### config.mk
export PLATFORM = sky130hd
export DESIGN_NAME = drs_ctrl
export DESIGN_NICKNAME = d
export VERILOG_FILES = /design/src/rtl/drs_pkg.sv /design/src/rtl/drs_ctrl.sv
export SDC_FILE = /design/constraint.sdc
export NUM_CORES = 1
export LEC_CHECK = 0
export BUFFER_PORTS_ARGS = -buffer_cell sky130_fd_sc_hd__buf_2
export CAP_MARGIN = 10
export CORE_UTILIZATION = 45
export CTS_CLUSTER_SIZE = 30
export DETAILED_ROUTE_END_ITERATION = 10
export GPL_TIMING_DRIVEN = 0
export PLACE_DENSITY = 0.67
export SLEW_MARGIN = 10
export SYNTH_ARGS = -nofsm -noshare
export SYNTH_HDL_FRONTEND = slang
export SYNTH_SLANG_ARGS = --single-unit
### constraint.sdc
create_clock -name clk -period 2.67 [get_ports clk]
set_clock_uncertainty 0.15 [all_clocks]
set_input_delay 0.534 -clock clk [delete_from_list [all_inputs] [get_ports clk]]
set_output_delay 0.534 -clock clk [all_outputs]
set_load 0.03 [all_outputs]
### src/rtl/drs_pkg.sv
package drs_pkg;

  localparam int unsigned QueueDepthDef = 1024;
  localparam int unsigned DueW   = 32;
  localparam int unsigned AmtW   = 18;
  localparam int unsigned EntryW = DueW + AmtW;
  localparam int unsigned DeltaW = 17;
  localparam int unsigned DelayW = 16;
  localparam int unsigned RatioW = 18;
  localparam int unsigned SumW   = 48;
  localparam int unsigned CfgW   = 16;
  localparam int unsigned CfgIdxW = 1;

  localparam logic [1:0] REQ_RAISE  = 2'd0;
  localparam logic [1:0] REQ_LOWER  = 2'd1;
  localparam logic [1:0] REQ_TICK   = 2'd2;
  localparam logic [1:0] REQ_UNUSED = 2'd3;

  localparam logic [1:0] ST_OK    = 2'd0;
  localparam logic [1:0] ST_FULL  = 2'd1;
  localparam logic [1:0] ST_STALE = 2'd2;

  localparam logic [CfgIdxW-1:0] CFG_H2L = 1'b0;
  localparam logic [CfgIdxW-1:0] CFG_L2H = 1'b1;

  localparam logic [CfgW-1:0] H2lReset = 16'd300;
  localparam logic [CfgW-1:0] L2hReset = 16'd0;

  // datapath operations issued by the controller
  typedef enum logic [4:0] {
    OP_NONE,
    OP_LATCH,      // capture request, compute due time, pick queue
    OP_APPLY,      // immediate ratio change
    OP_EMPTYINS,   // insert into empty queue
    OP_FULL,       // drop request, flag full
    OP_SCAN_INIT,  // scan pointer to head
    OP_SCAN_RD,    // read entry at scan pointer
    OP_SCAN_NXT,   // advance scan pointer
    OP_MERGE,      // write merged amount at scan pointer
    OP_SHIFT_INIT, // shift pointer to tail
    OP_SHIFT_RD,   // read entry below shift pointer
    OP_SHIFT_WR,   // move read entry up, step shift pointer down
    OP_INS,        // write new entry at scan pointer, bump tail
    OP_HEAD_RD,    // read head entry of selected queue
    OP_POP,        // evaluate head entry for tick, switch to lower queue
    OP_SUM,        // accumulate ratio, advance cycle
    OP_DONE        // present result
  } drs_op_t;

  typedef struct packed {
    logic       q_empty;
    logic       q_full;
    logic       scan_end;   // scan pointer reached tail
    logic       scan_lt;    // entry due < new due
    logic       scan_eq;    // entry due == new due
    logic       shift_end;  // shift pointer reached insert position
    logic       is_delayed;
    logic       sel_lower;  // queue being worked on
    logic [1:0] req;
  } drs_stat_t;

endpackage

### src/rtl/drs_ctrl.sv
module drs_ctrl
  import drs_pkg::*;
(
  input  logic      clk,
  input  logic      rst_n,
  input  logic      start,
  output logic      busy,
  input  drs_stat_t stat,
  output drs_op_t   cmd
);

  typedef enum logic [9:0] {
    S_IDLE = 10'b0000000001,
    S_DEC  = 10'b0000000010,
    S_SCHK = 10'b0000000100,
    S_SCMP = 10'b0000001000,
    S_SHCK = 10'b0000010000,
    S_SHWR = 10'b0000100000,
    S_TRD  = 10'b0001000000,
    S_TPOP = 10'b0010000000,
    S_SUM  = 10'b0100000000,
    S_DONE = 10'b1000000000
  } drs_state_t;

  drs_state_t state_r, state_nxt;

  assign busy = (state_r != S_IDLE);

  // next state and commands
  always_comb begin
    state_nxt = state_r;
    cmd = OP_NONE;
    case (state_r)
      S_IDLE: begin
        if (start) begin
          cmd = OP_LATCH;
          state_nxt = S_DEC;
        end
      end
      S_DEC: begin
        case (stat.req)
          REQ_TICK: begin
            state_nxt = S_TRD;
          end
          REQ_RAISE, REQ_LOWER: begin
            if (!stat.is_delayed) begin
              cmd = OP_APPLY;
              state_nxt = S_DONE;
            end else if (stat.q_empty) begin
              cmd = OP_EMPTYINS;
              state_nxt = S_DONE;
            end else if (stat.q_full) begin
              cmd = OP_FULL;
              state_nxt = S_DONE;
            end else begin
              cmd = OP_SCAN_INIT;
              state_nxt = S_SCHK;
            end
          end
          default: state_nxt = S_DONE;
        endcase
      end
      // stop at tail, else read entry (registered read)
      S_SCHK: begin
        if (stat.scan_end) begin
          cmd = OP_SHIFT_INIT;
          state_nxt = S_SHCK;
        end else begin
          cmd = OP_SCAN_RD;
          state_nxt = S_SCMP;
        end
      end
      S_SCMP: begin
        if (stat.scan_lt) begin
          cmd = OP_SCAN_NXT;
          state_nxt = S_SCHK;
        end else if (stat.scan_eq) begin
          cmd = OP_MERGE;
          state_nxt = S_DONE;
        end else begin
          cmd = OP_SHIFT_INIT;
          state_nxt = S_SHCK;
        end
      end
      // move entries up one slot from tail down to insert position
      S_SHCK: begin
        if (stat.shift_end) begin
          cmd = OP_INS;
          state_nxt = S_DONE;
        end else begin
          cmd = OP_SHIFT_RD;
          state_nxt = S_SHWR;
        end
      end
      S_SHWR: begin
        cmd = OP_SHIFT_WR;
        state_nxt = S_SHCK;
      end
      // tick: raise queue head, then lower queue head
      S_TRD: begin
        cmd = OP_HEAD_RD;
        state_nxt = S_TPOP;
      end
      S_TPOP: begin
        cmd = OP_POP;
        state_nxt = stat.sel_lower ? S_SUM : S_TRD;
      end
      S_SUM: begin
        cmd = OP_SUM;
        state_nxt = S_DONE;
      end
      S_DONE: begin
        cmd = OP_DONE;
        state_nxt = S_IDLE;
      end
      default: state_nxt = S_IDLE;
    endcase
  end

  always_ff @(posedge clk) begin
    if (!rst_n) begin
      state_r <= S_IDLE;
    end else begin
      state_r <= state_nxt;
    end
  end

  // a start while idle always leaves idle
  a_start: assert property (@(posedge clk) disable iff (!rst_n)
    (state_r == S_IDLE && start) |=> (state_r == S_DEC))
    else $error("start not taken");
  // every result is followed by idle
  a_done: assert property (@(posedge clk) disable iff (!rst_n)
    (state_r == S_DONE) |=> (state_r == S_IDLE))
    else $error("done not followed by idle");
  // the sum step only follows a pop
  a_sum: assert property (@(posedge clk) disable iff (!rst_n)
    (state_r == S_SUM) |-> ($past(state_r) == S_TPOP))
    else $error("sum out of order");
  // state register stays one-hot
  a_onehot: assert property (@(posedge clk) disable iff (!rst_n)
    $onehot(state_r))
    else $error("state not one-hot");

endmodule

* After elaboration in Yosys (flattened, before gate mapping)
Index checks and enable logic that the tools add are counted.
Cells by class: equality and inequality tests 14, mux-type cells 21, reductions and logical operators 2
Operators with widths (count):
- $pmux 10 s9 | 1
- $mux 10 | 7
- $pmux 5 s10 | 1
- $pmux 10 s2 | 1
- $mux 3 | 4
- $eq 10x1->1 const B | 1
- $eq 10x10->1 const B | 1
- $eq 10x2->1 const B | 1
- $eq 10x3->1 const B | 1
- $eq 10x4->1 const B | 1
- $eq 10x5->1 const B | 1
- $eq 10x6->1 const B | 1
- $eq 10x7->1 const B | 1
- $eq 10x8->1 const B | 1
- $eq 10x9->1 const B | 1
- $ne 10x1->1 const B | 1
- $mux 9 | 1
- $mux 4 | 2
- $mux 5 | 1
- $mux 1 | 3
- $eq 2x1->1 const B | 1
- $eq 2x2->1 const B | 1
- $logic_not 2->1 | 1
- $ne 2x2->1 const B | 1
- $reduce_or 2->1 | 1
Word-level totals: register bits 10, bits of input ports 13, output and inout port bits 6, logic and storage cells 38

* Logic depth before layout (Yosys ltp)
Gate-level depths: netlist of run 1.
depth in word-level cells 5, depth in mapped cells 5, gate-level depth less buffers 4

* Worst setup path after synthesis of run 1
No wires, ideal clock.
path type register to output, from register state_r[0], to output port cmd[2], arrival time 1.724 ns, data required time 1.986 ns, setup slack 0.262 ns, stages on the path, launching flop included 5, buffers on the path 1, cell sequence dfxtp_1 -> buf_2 -> or4b_2 -> o311ai_0 -> a221o_1
On the way: cells in the longest elaborated chain, start to end 2, elaborated cells on any way between the ends 11, those cells by class eq/ne: 10; mux: 1
Ends and longest elaborated chain:
- start, declared | RTL line drs_ctrl.sv:25 | drs_state_t state_r, state_nxt;
- start signal, assigned | RTL line drs_ctrl.sv:124 | state_r <= state_nxt;
- $eq 10x10->1 (tied with other cells) | RTL line drs_ctrl.sv:33 | case (state_r)
- $pmux 5 s10 * | RTL line drs_ctrl.sv:33
- end, declared | RTL line drs_ctrl.sv:9 | output drs_op_t cmd
Mark *: on every way between the ends. The rest lies on a longest branch, timed or not.

* Final worst setup path of run 1
from register state_r[0], to output port cmd[1]
Same word-level chain as after synthesis.

==> metrics.txt, run 1 <==
run status=complete, no violations; clock tree sinks=10; Max-Cap Viols=0; synthesized flop and latch total=10; clk_lat worst skew=0.27 ns; Placer Congestion=0.802; Worst Path Required=1.99 ns; Lkg Pwr=0.438 nW; Placed Cells=150; Finished Core Util=66.9%; Routed WL=2210 µm; Power Total=391 µW; HP Start=stat[2]; first-pass GRT wire length=3690 µm; Yosys warning count=0; vias in the first global route=840; DR iter-0 viols=20; Final min period=2.60 ns; post-synth top area share=24.8%; Die ar.=1970 µm²; leading area contributor after synthesis=dfxtp_1; Synth area leaders=dfxtp_1 (25%), nor2_1 (5.6%), o21ai_0 (5.0%); CP arrival=1.91 ns; synth unique cells=38; syn nets=121; setup ws final=0.0743 ns; Setup CP Type=register to output port; vias per cell=5.91; DR pass1 iterations=4; Non-Filler Instances=154; clock transition at the registers of the reported paths=0.07 ns; total CTS buffers=3; crit path launch type=register; GRT met3 Usage=6.53%; power per cell area=366 nW/µm²; R2R Path End=state_r[4]$_SDFFE_PN0P_; reg2reg start=state_r[3]$_SDFFE_PN0P_; largest net degree at the start of global routing=11; endpoints failing setup=0; Final Hold Vio Count=0; worst relative slew slack=68.1%; CTS tree=done; Synth Flop Type=dfxtp_1; Die Width=44.4 µm; CP endpoint kind=output port; post-synthesis sequential area ratio=24.8%; core area=1590 µm²; DRT antenna net count=0; n_diodes=0; Max Fclk=385 MHz; GR peak layer=met2; chip height=44.4 µm; Largest register FFs=10; CTS root buffer=clkbuf_4; Hold Crit Depth=3; GRT met2 Usage=37.9%; Cells after Synth=108; Finished Cell Area=1070 µm²; Min-Delay Path Class=primary input to register; IO Pins=19; worst IR drop on VDD=0.000279 V; cell area after synthesis=808 µm²; CP Max Fanout=10; ratio of cells with drive above 1 in the final layout=33.1%; met1 Use GR=35.3%; clock buffer depth=2; FF-to-FF setup slack=0.72 ns; Avg Cell Area, Syn=7.48 µm²; Port Buffers=18; Nets=144; DP Wirelength=1570 µm; RSZ-0062 raised after global routing=false; fin crit share=97.2%; Biggest register=state_r; max-slew violation count=0; GRT Total Usage=25.6%; initial antenna violation count=0; Largest regs=state_r (10); via count=910; row cnt=14; Initial Utilization=50.7%; htree depth=1; slew at the pin closest to its max-slew limit=0.477 ns; placed instance area=928 µm²; end of the worst hold path=state_r[8]$_SDFFE_PN0P_; Area Overhead vs Synth=31.9%; number of synthesized flops with an enable pin=0; number of remaining DRC errors=0; Async SR Flop Fraction=0%; Routed WL per cell=14.4 µm; DP Worst Slack=-0.0855 ns; grt total ovfl=0; worst reg-to-reg path cell count=4
[cells in the mapped netlist (3+ instances only)]
| library cell | number |
|---|---|
| nand2b_1 | 3 |
| buf_2 | 5 |
| nor4_1 | 4 |
| dfxtp_1 | 10 |
| o21ai_0 | 8 |
| nor4b_1 | 4 |
| inv_1 | 3 |
| nor2b_1 | 4 |
| nor3_1 | 3 |
| nor2_1 | 12 |
| clkbuf_1 | 3 |
| nand2_1 | 5 |
| nand3_1 | 4 |
| nand3b_1 | 3 |
| nand4_1 | 5 |
| xor2_1 | 3 |
[what timing repair did]
| action | 4_1_cts | 5_1_grt |
|---|---|---|
| gates cloned | 0 | 0 |
| hold buffers | 0 | 0 |
| gates resized for setup | 13 | 14 |
| setup endpoints to repair | 5 | 4 |
| pin swaps | 1 | 1 |
| endpoints found under the hold margin | 0 | 0 |
| buffers inserted | 0 | 1 |
[cell type report]
class | instances | area [µm²]
multi-input cells | 86 | 637
fillers | 142 | 528
flip-flops and latches | 10 | 200
repair buffers | 19 | 105
plain buffers | 7 | 42.5
clock buffers | 4 | 36.3
well taps | 24 | 30.0
inverters | 4 | 15.0
[report_power, final]
group / internal (mW) / switching, mW / leakage, nW
logic: 0.0383 / 0.0579 / 0.336
registers: 0.153 / 0.00129 / 0.0810
clock network: 0.0829 / 0.0577 / 0.0210
total: 0.274 / 0.117 / 0.438
[worst max-delay path by stage]
| stage | end | cells after the start | slack (ns) | start |
|---|---|---|---|---|
| 6_report | cmd[1] | 5 | 0.07 | state_r[0]$_SDFFE_PN1P_ |
| 5_1_grt | cmd[1] | 5 | 0.005 | state_r[0]$_SDFFE_PN1P_ |
| 4_1_cts | cmd[1] | 6 | -0.02 | state_r[7]$_SDFFE_PN0P_ |
| 3_5_place_dp | cmd[1] | 6 | -0.09 | state_r[0]$_SDFFE_PN1P_ |
| 3_3_place_gp | cmd[1] | 6 | -0.07 | state_r[0]$_SDFFE_PN1P_ |
| 2_1_floorplan | cmd[2] | 4 | 0.26 | state_r[0]$_SDFFE_PN1P_ |
[stage by stage]
| step | setup TNS (ns) | hold WS [ns] |
|---|---|---|
| after floorplan | 0 | 0.431 |
| after global placement | -0.148 | 0.476 |
| after detailed placement | -0.168 | 0.475 |
| after CTS | -0.0215 | 0.315 |
| after global routing | 0 | 0.329 |
| final | 0 | 0.343 |
[critical path, stage by stage (launching register included)]
cell      delay [ns]
dfxtp_1         0.30
buf_2           0.17
or4b_4          0.56
o311ai_4        0.30
nand3b_1        0.15
buf_4           0.16
[kinds of logic after synthesis]
family	synth area share, %
XOR/XNOR	4.34
AO/OA/AOI/OAI	16.4
buffers and inverters	6.35
AND/OR/NAND/NOR	48.1
flip-flops	24.8
[layout by cell type (no fill, tap or decap), drive strengths merged, types with 2 or more instances in the layout]
cell and instances:
a21oi 2, a221o 2, a31oi 2, and3 2, buf 24, clkbuf 6
dfxtp 10, inv 4, nand2 5, nand2b 3, nand3 4, nand3b 3
nand4 5, nor2 12, nor2b 4, nor3 5, nor4 5, nor4b 4
o21ai 8, or3 2, or4 3, or4b 2, xor2 3
[per-layer routing]
| layer | wire length, µm | share of wire, % | vias to the layer above |
|---|---|---|---|
| met3 | 104 | 4.7 | 4 |
| met4 | 25 | 1.1 | 0 |
| met5 | 0 | 0 | - |
| li1 | - | - | 456 |
| met1 | 1060 | 48 | 422 |
| met2 | 1020 | 46 | 28 |
(Power assumes the default switching activity.)
==> inputs of run 2 (changes only) <==
--- a/config.mk
+++ b/config.mk
@@ -10,3 +10,4 @@
 export CORE_UTILIZATION = 45
-export CTS_CLUSTER_SIZE = 30
+export CTS_CLUSTER_DIAMETER = 120
+export CTS_CLUSTER_SIZE = 10
 export DETAILED_ROUTE_END_ITERATION = 10
--- a/constraint.sdc
+++ b/constraint.sdc
@@ -4,2 +4,2 @@
 set_output_delay 0.534 -clock clk [all_outputs]
-set_load 0.03 [all_outputs]
+set_load 0.01 [all_outputs]
==> run 2 against run 1 <==
Effect of this change:
- maximum frequency is 0.72% higher
- total power shrank 2.4%
- combinational power down 10%
- clock power is essentially flat
- utilization fell by 1.6 points
- global-route usage is 0.084 points higher
- final area decreased by 2.5%
- critical endpoint unchanged
- largest power group unchanged
==> metrics.txt, run 2 (synthesis gave the netlist of run 1 again) <==
vias in the first global route=842 (was 840); clk_lat worst skew=0.27 ns (about the same); worst IR drop on VDD=0.000269 V (was 0.000279 V); crit-path most repeated cell=nand3b_1; Min-Delay Path Class=primary input to register (unchanged); ratio of cells with drive above 1 in the final layout=32.8% (was 33.1%); largest net degree at the start of global routing=11 (unchanged); DRT antenna net count=0 (unchanged); DR pass1 iterations=4 (unchanged); DP Worst Slack=-0.0185 ns (was -0.0855 ns); GRT met3 Usage=6.53% (unchanged); worst relative slew slack=66.8% (was 68.1%); Placer Congestion=0.802 (unchanged); first-pass GRT wire length=3700 µm (was 3690 µm); core area=1590 µm² (unchanged); n_diodes=0 (unchanged); Worst Path Required=1.99 ns (about the same); multi-input combinational cell area=619 µm² (was 637 µm²); crit path launch type=register (unchanged); max-slew violation count=0 (unchanged); Non-Filler Instances=155 (was 154); CTS root buffer=clkbuf_4 (unchanged); Biggest register=state_r (unchanged); total CTS buffers=3 (unchanged); run status=complete, no violations (unchanged); Area Overhead vs Synth=28.6% (was 31.9%); slew at the pin closest to its max-slew limit=0.498 ns (was 0.477 ns); Setup CP Type=register to output port (unchanged); Placed Cells=150 (unchanged); crit path buf inv count=2 (unchanged); CP Max Fanout=8 (was 10); slowest stage delay, CP=0.38 ns (was 0.56 ns); fin crit share=96.5% (was 97.2%); Largest regs=state_r (10) (unchanged); Largest register FFs=10 (unchanged); Final Hold Vio Count=0 (unchanged); via count=929 (was 910); crit-path cells=clkbuf_1 -> nor4_2 -> and4_1 -> nand3b_1 -> nand3b_1 -> buf_2 (was buf_2 -> or4b_4 -> o311ai_4 -> nand3b_1 -> buf_4); Lkg Pwr=0.433 nW (was 0.438 nW); clock tree sinks=10 (unchanged); endpoints failing setup=0 (unchanged); CTS tree=done (unchanged); GRT met2 Usage=38.5% (was 37.9%); Initial Utilization=50.7% (unchanged); htree depth=1 (unchanged); Routed WL per cell=14.4 µm (about the same); CP delay by family, top=simple AND/OR/NAND/NOR gates (unchanged); most frequent cells in the layout=buf_2 (23), nor2_1 (11), dfxtp_1 (10) (was buf_2 (19), nor2_1 (11), dfxtp_1 (10)); setup ws final=0.0930 ns (was 0.0743 ns); power per cell area=367 nW/µm² (was 366 nW/µm²); most common cell after layout, fill and taps aside=buf_2 (unchanged); met1 Use GR=35.0% (was 35.3%); grt total ovfl=0 (unchanged); GRT Total Usage=25.7% (was 25.6%); Die Width=44.4 µm (unchanged); IO Pins=19 (unchanged); Port Buffers=18 (unchanged); vias per cell=5.99 (was 5.91); Final min period=2.58 ns (was 2.60 ns); CP arrival=1.89 ns (was 1.91 ns); Max Fclk=388 MHz (was 385 MHz); Nets=145 (was 144); DP Wirelength=1570 µm (unchanged); clock buffer depth=2 (unchanged); GR peak layer=met2 (unchanged); filler cell count=141 (was 142); FF-to-FF setup slack=0.65 ns (was 0.72 ns); Routed WL=2230 µm (was 2210 µm); clock transition at the registers of the reported paths=0.07 ns (about the same); number of remaining DRC errors=0 (unchanged); initial antenna violation count=0 (unchanged); DR iter-0 viols=31 (was 20); Max-Cap Viols=0 (unchanged); chip height=44.4 µm (unchanged); Post-CTS Hold Buffers=0 (unchanged); Die ar.=1970 µm² (unchanged); row cnt=14 (unchanged); CP endpoint kind=output port (unchanged); Worst path slowest cell=nor4_2 (was or4b_4); register area=200 µm² (unchanged)
## run 2: changes by cell type in the layout (fill, tap and decap cells not counted), moves of 2 or more
cell,before,now
buf_4,5,1
nor4_2,0,2
nor4_4,3,1
buf_2,19,23
## run 2: path summary, 6_finish.rpt
kind	startpoint	to	cells past startpoint
hold / removal	stat[7]	state_r[3]$_SDFFE_PN0P_	2
hold reg to reg	state_r[8]$_SDFFE_PN0P_	state_r[1]$_SDFFE_PN0P_	3
setup reg to reg	state_r[7]$_SDFFE_PN0P_	state_r[9]$_SDFFE_PN0P_	5
setup / recovery	state_r[7]$_SDFFE_PN0P_	cmd[1]	6
## run 2: metrics by stage
stage                     hold slack (ns)  cell area (µm²)  setup TNS [ns]  power, mW  util, %
after floorplan                     0.431              808               0      0.203        -
after global placement              0.476              928         -0.0141      0.229     58.2
after detailed placement            0.475              928         -0.0343      0.231     58.2
after CTS                           0.315             1000               0      0.378     62.7
after global routing                0.326             1040        -0.00445      0.399     65.2
final                               0.338             1040               0      0.381     65.2
## run 2: what timing repair did
item / CTS / global route
resized for setup: 8 / 9
setup endpoints to repair: 4 / 4
endpoints found under the hold margin: 0 / 0
pin swaps: 0 / 1
setup buffers: 0 / 1
## run 2: area by class of cell
| cell class | count | share of cell area, % |
|---|---|---|
| buffer | 8 | 3.97 |
| clock buffer | 4 | 3.49 |
| inverter | 4 | 1.44 |
| multi-input combinational | 86 | 59.6 |
| sequential | 10 | 19.3 |
| tap | 24 | 2.89 |
| timing repair buffer | 19 | 9.39 |
## run 2: power by group
part	switching (mW)	internal, mW
Sequential	0.00115	0.153
Clock	0.0584	0.0830
Combinational	0.0492	0.0369
Total	0.109	0.272
## run 2: routing by layer
metal  wire length, µm  part of all wire [%]
met1              1020                    46
met2              1020                    46
met4                41                   1.8
met3               146                   6.5
met5                 0                     0
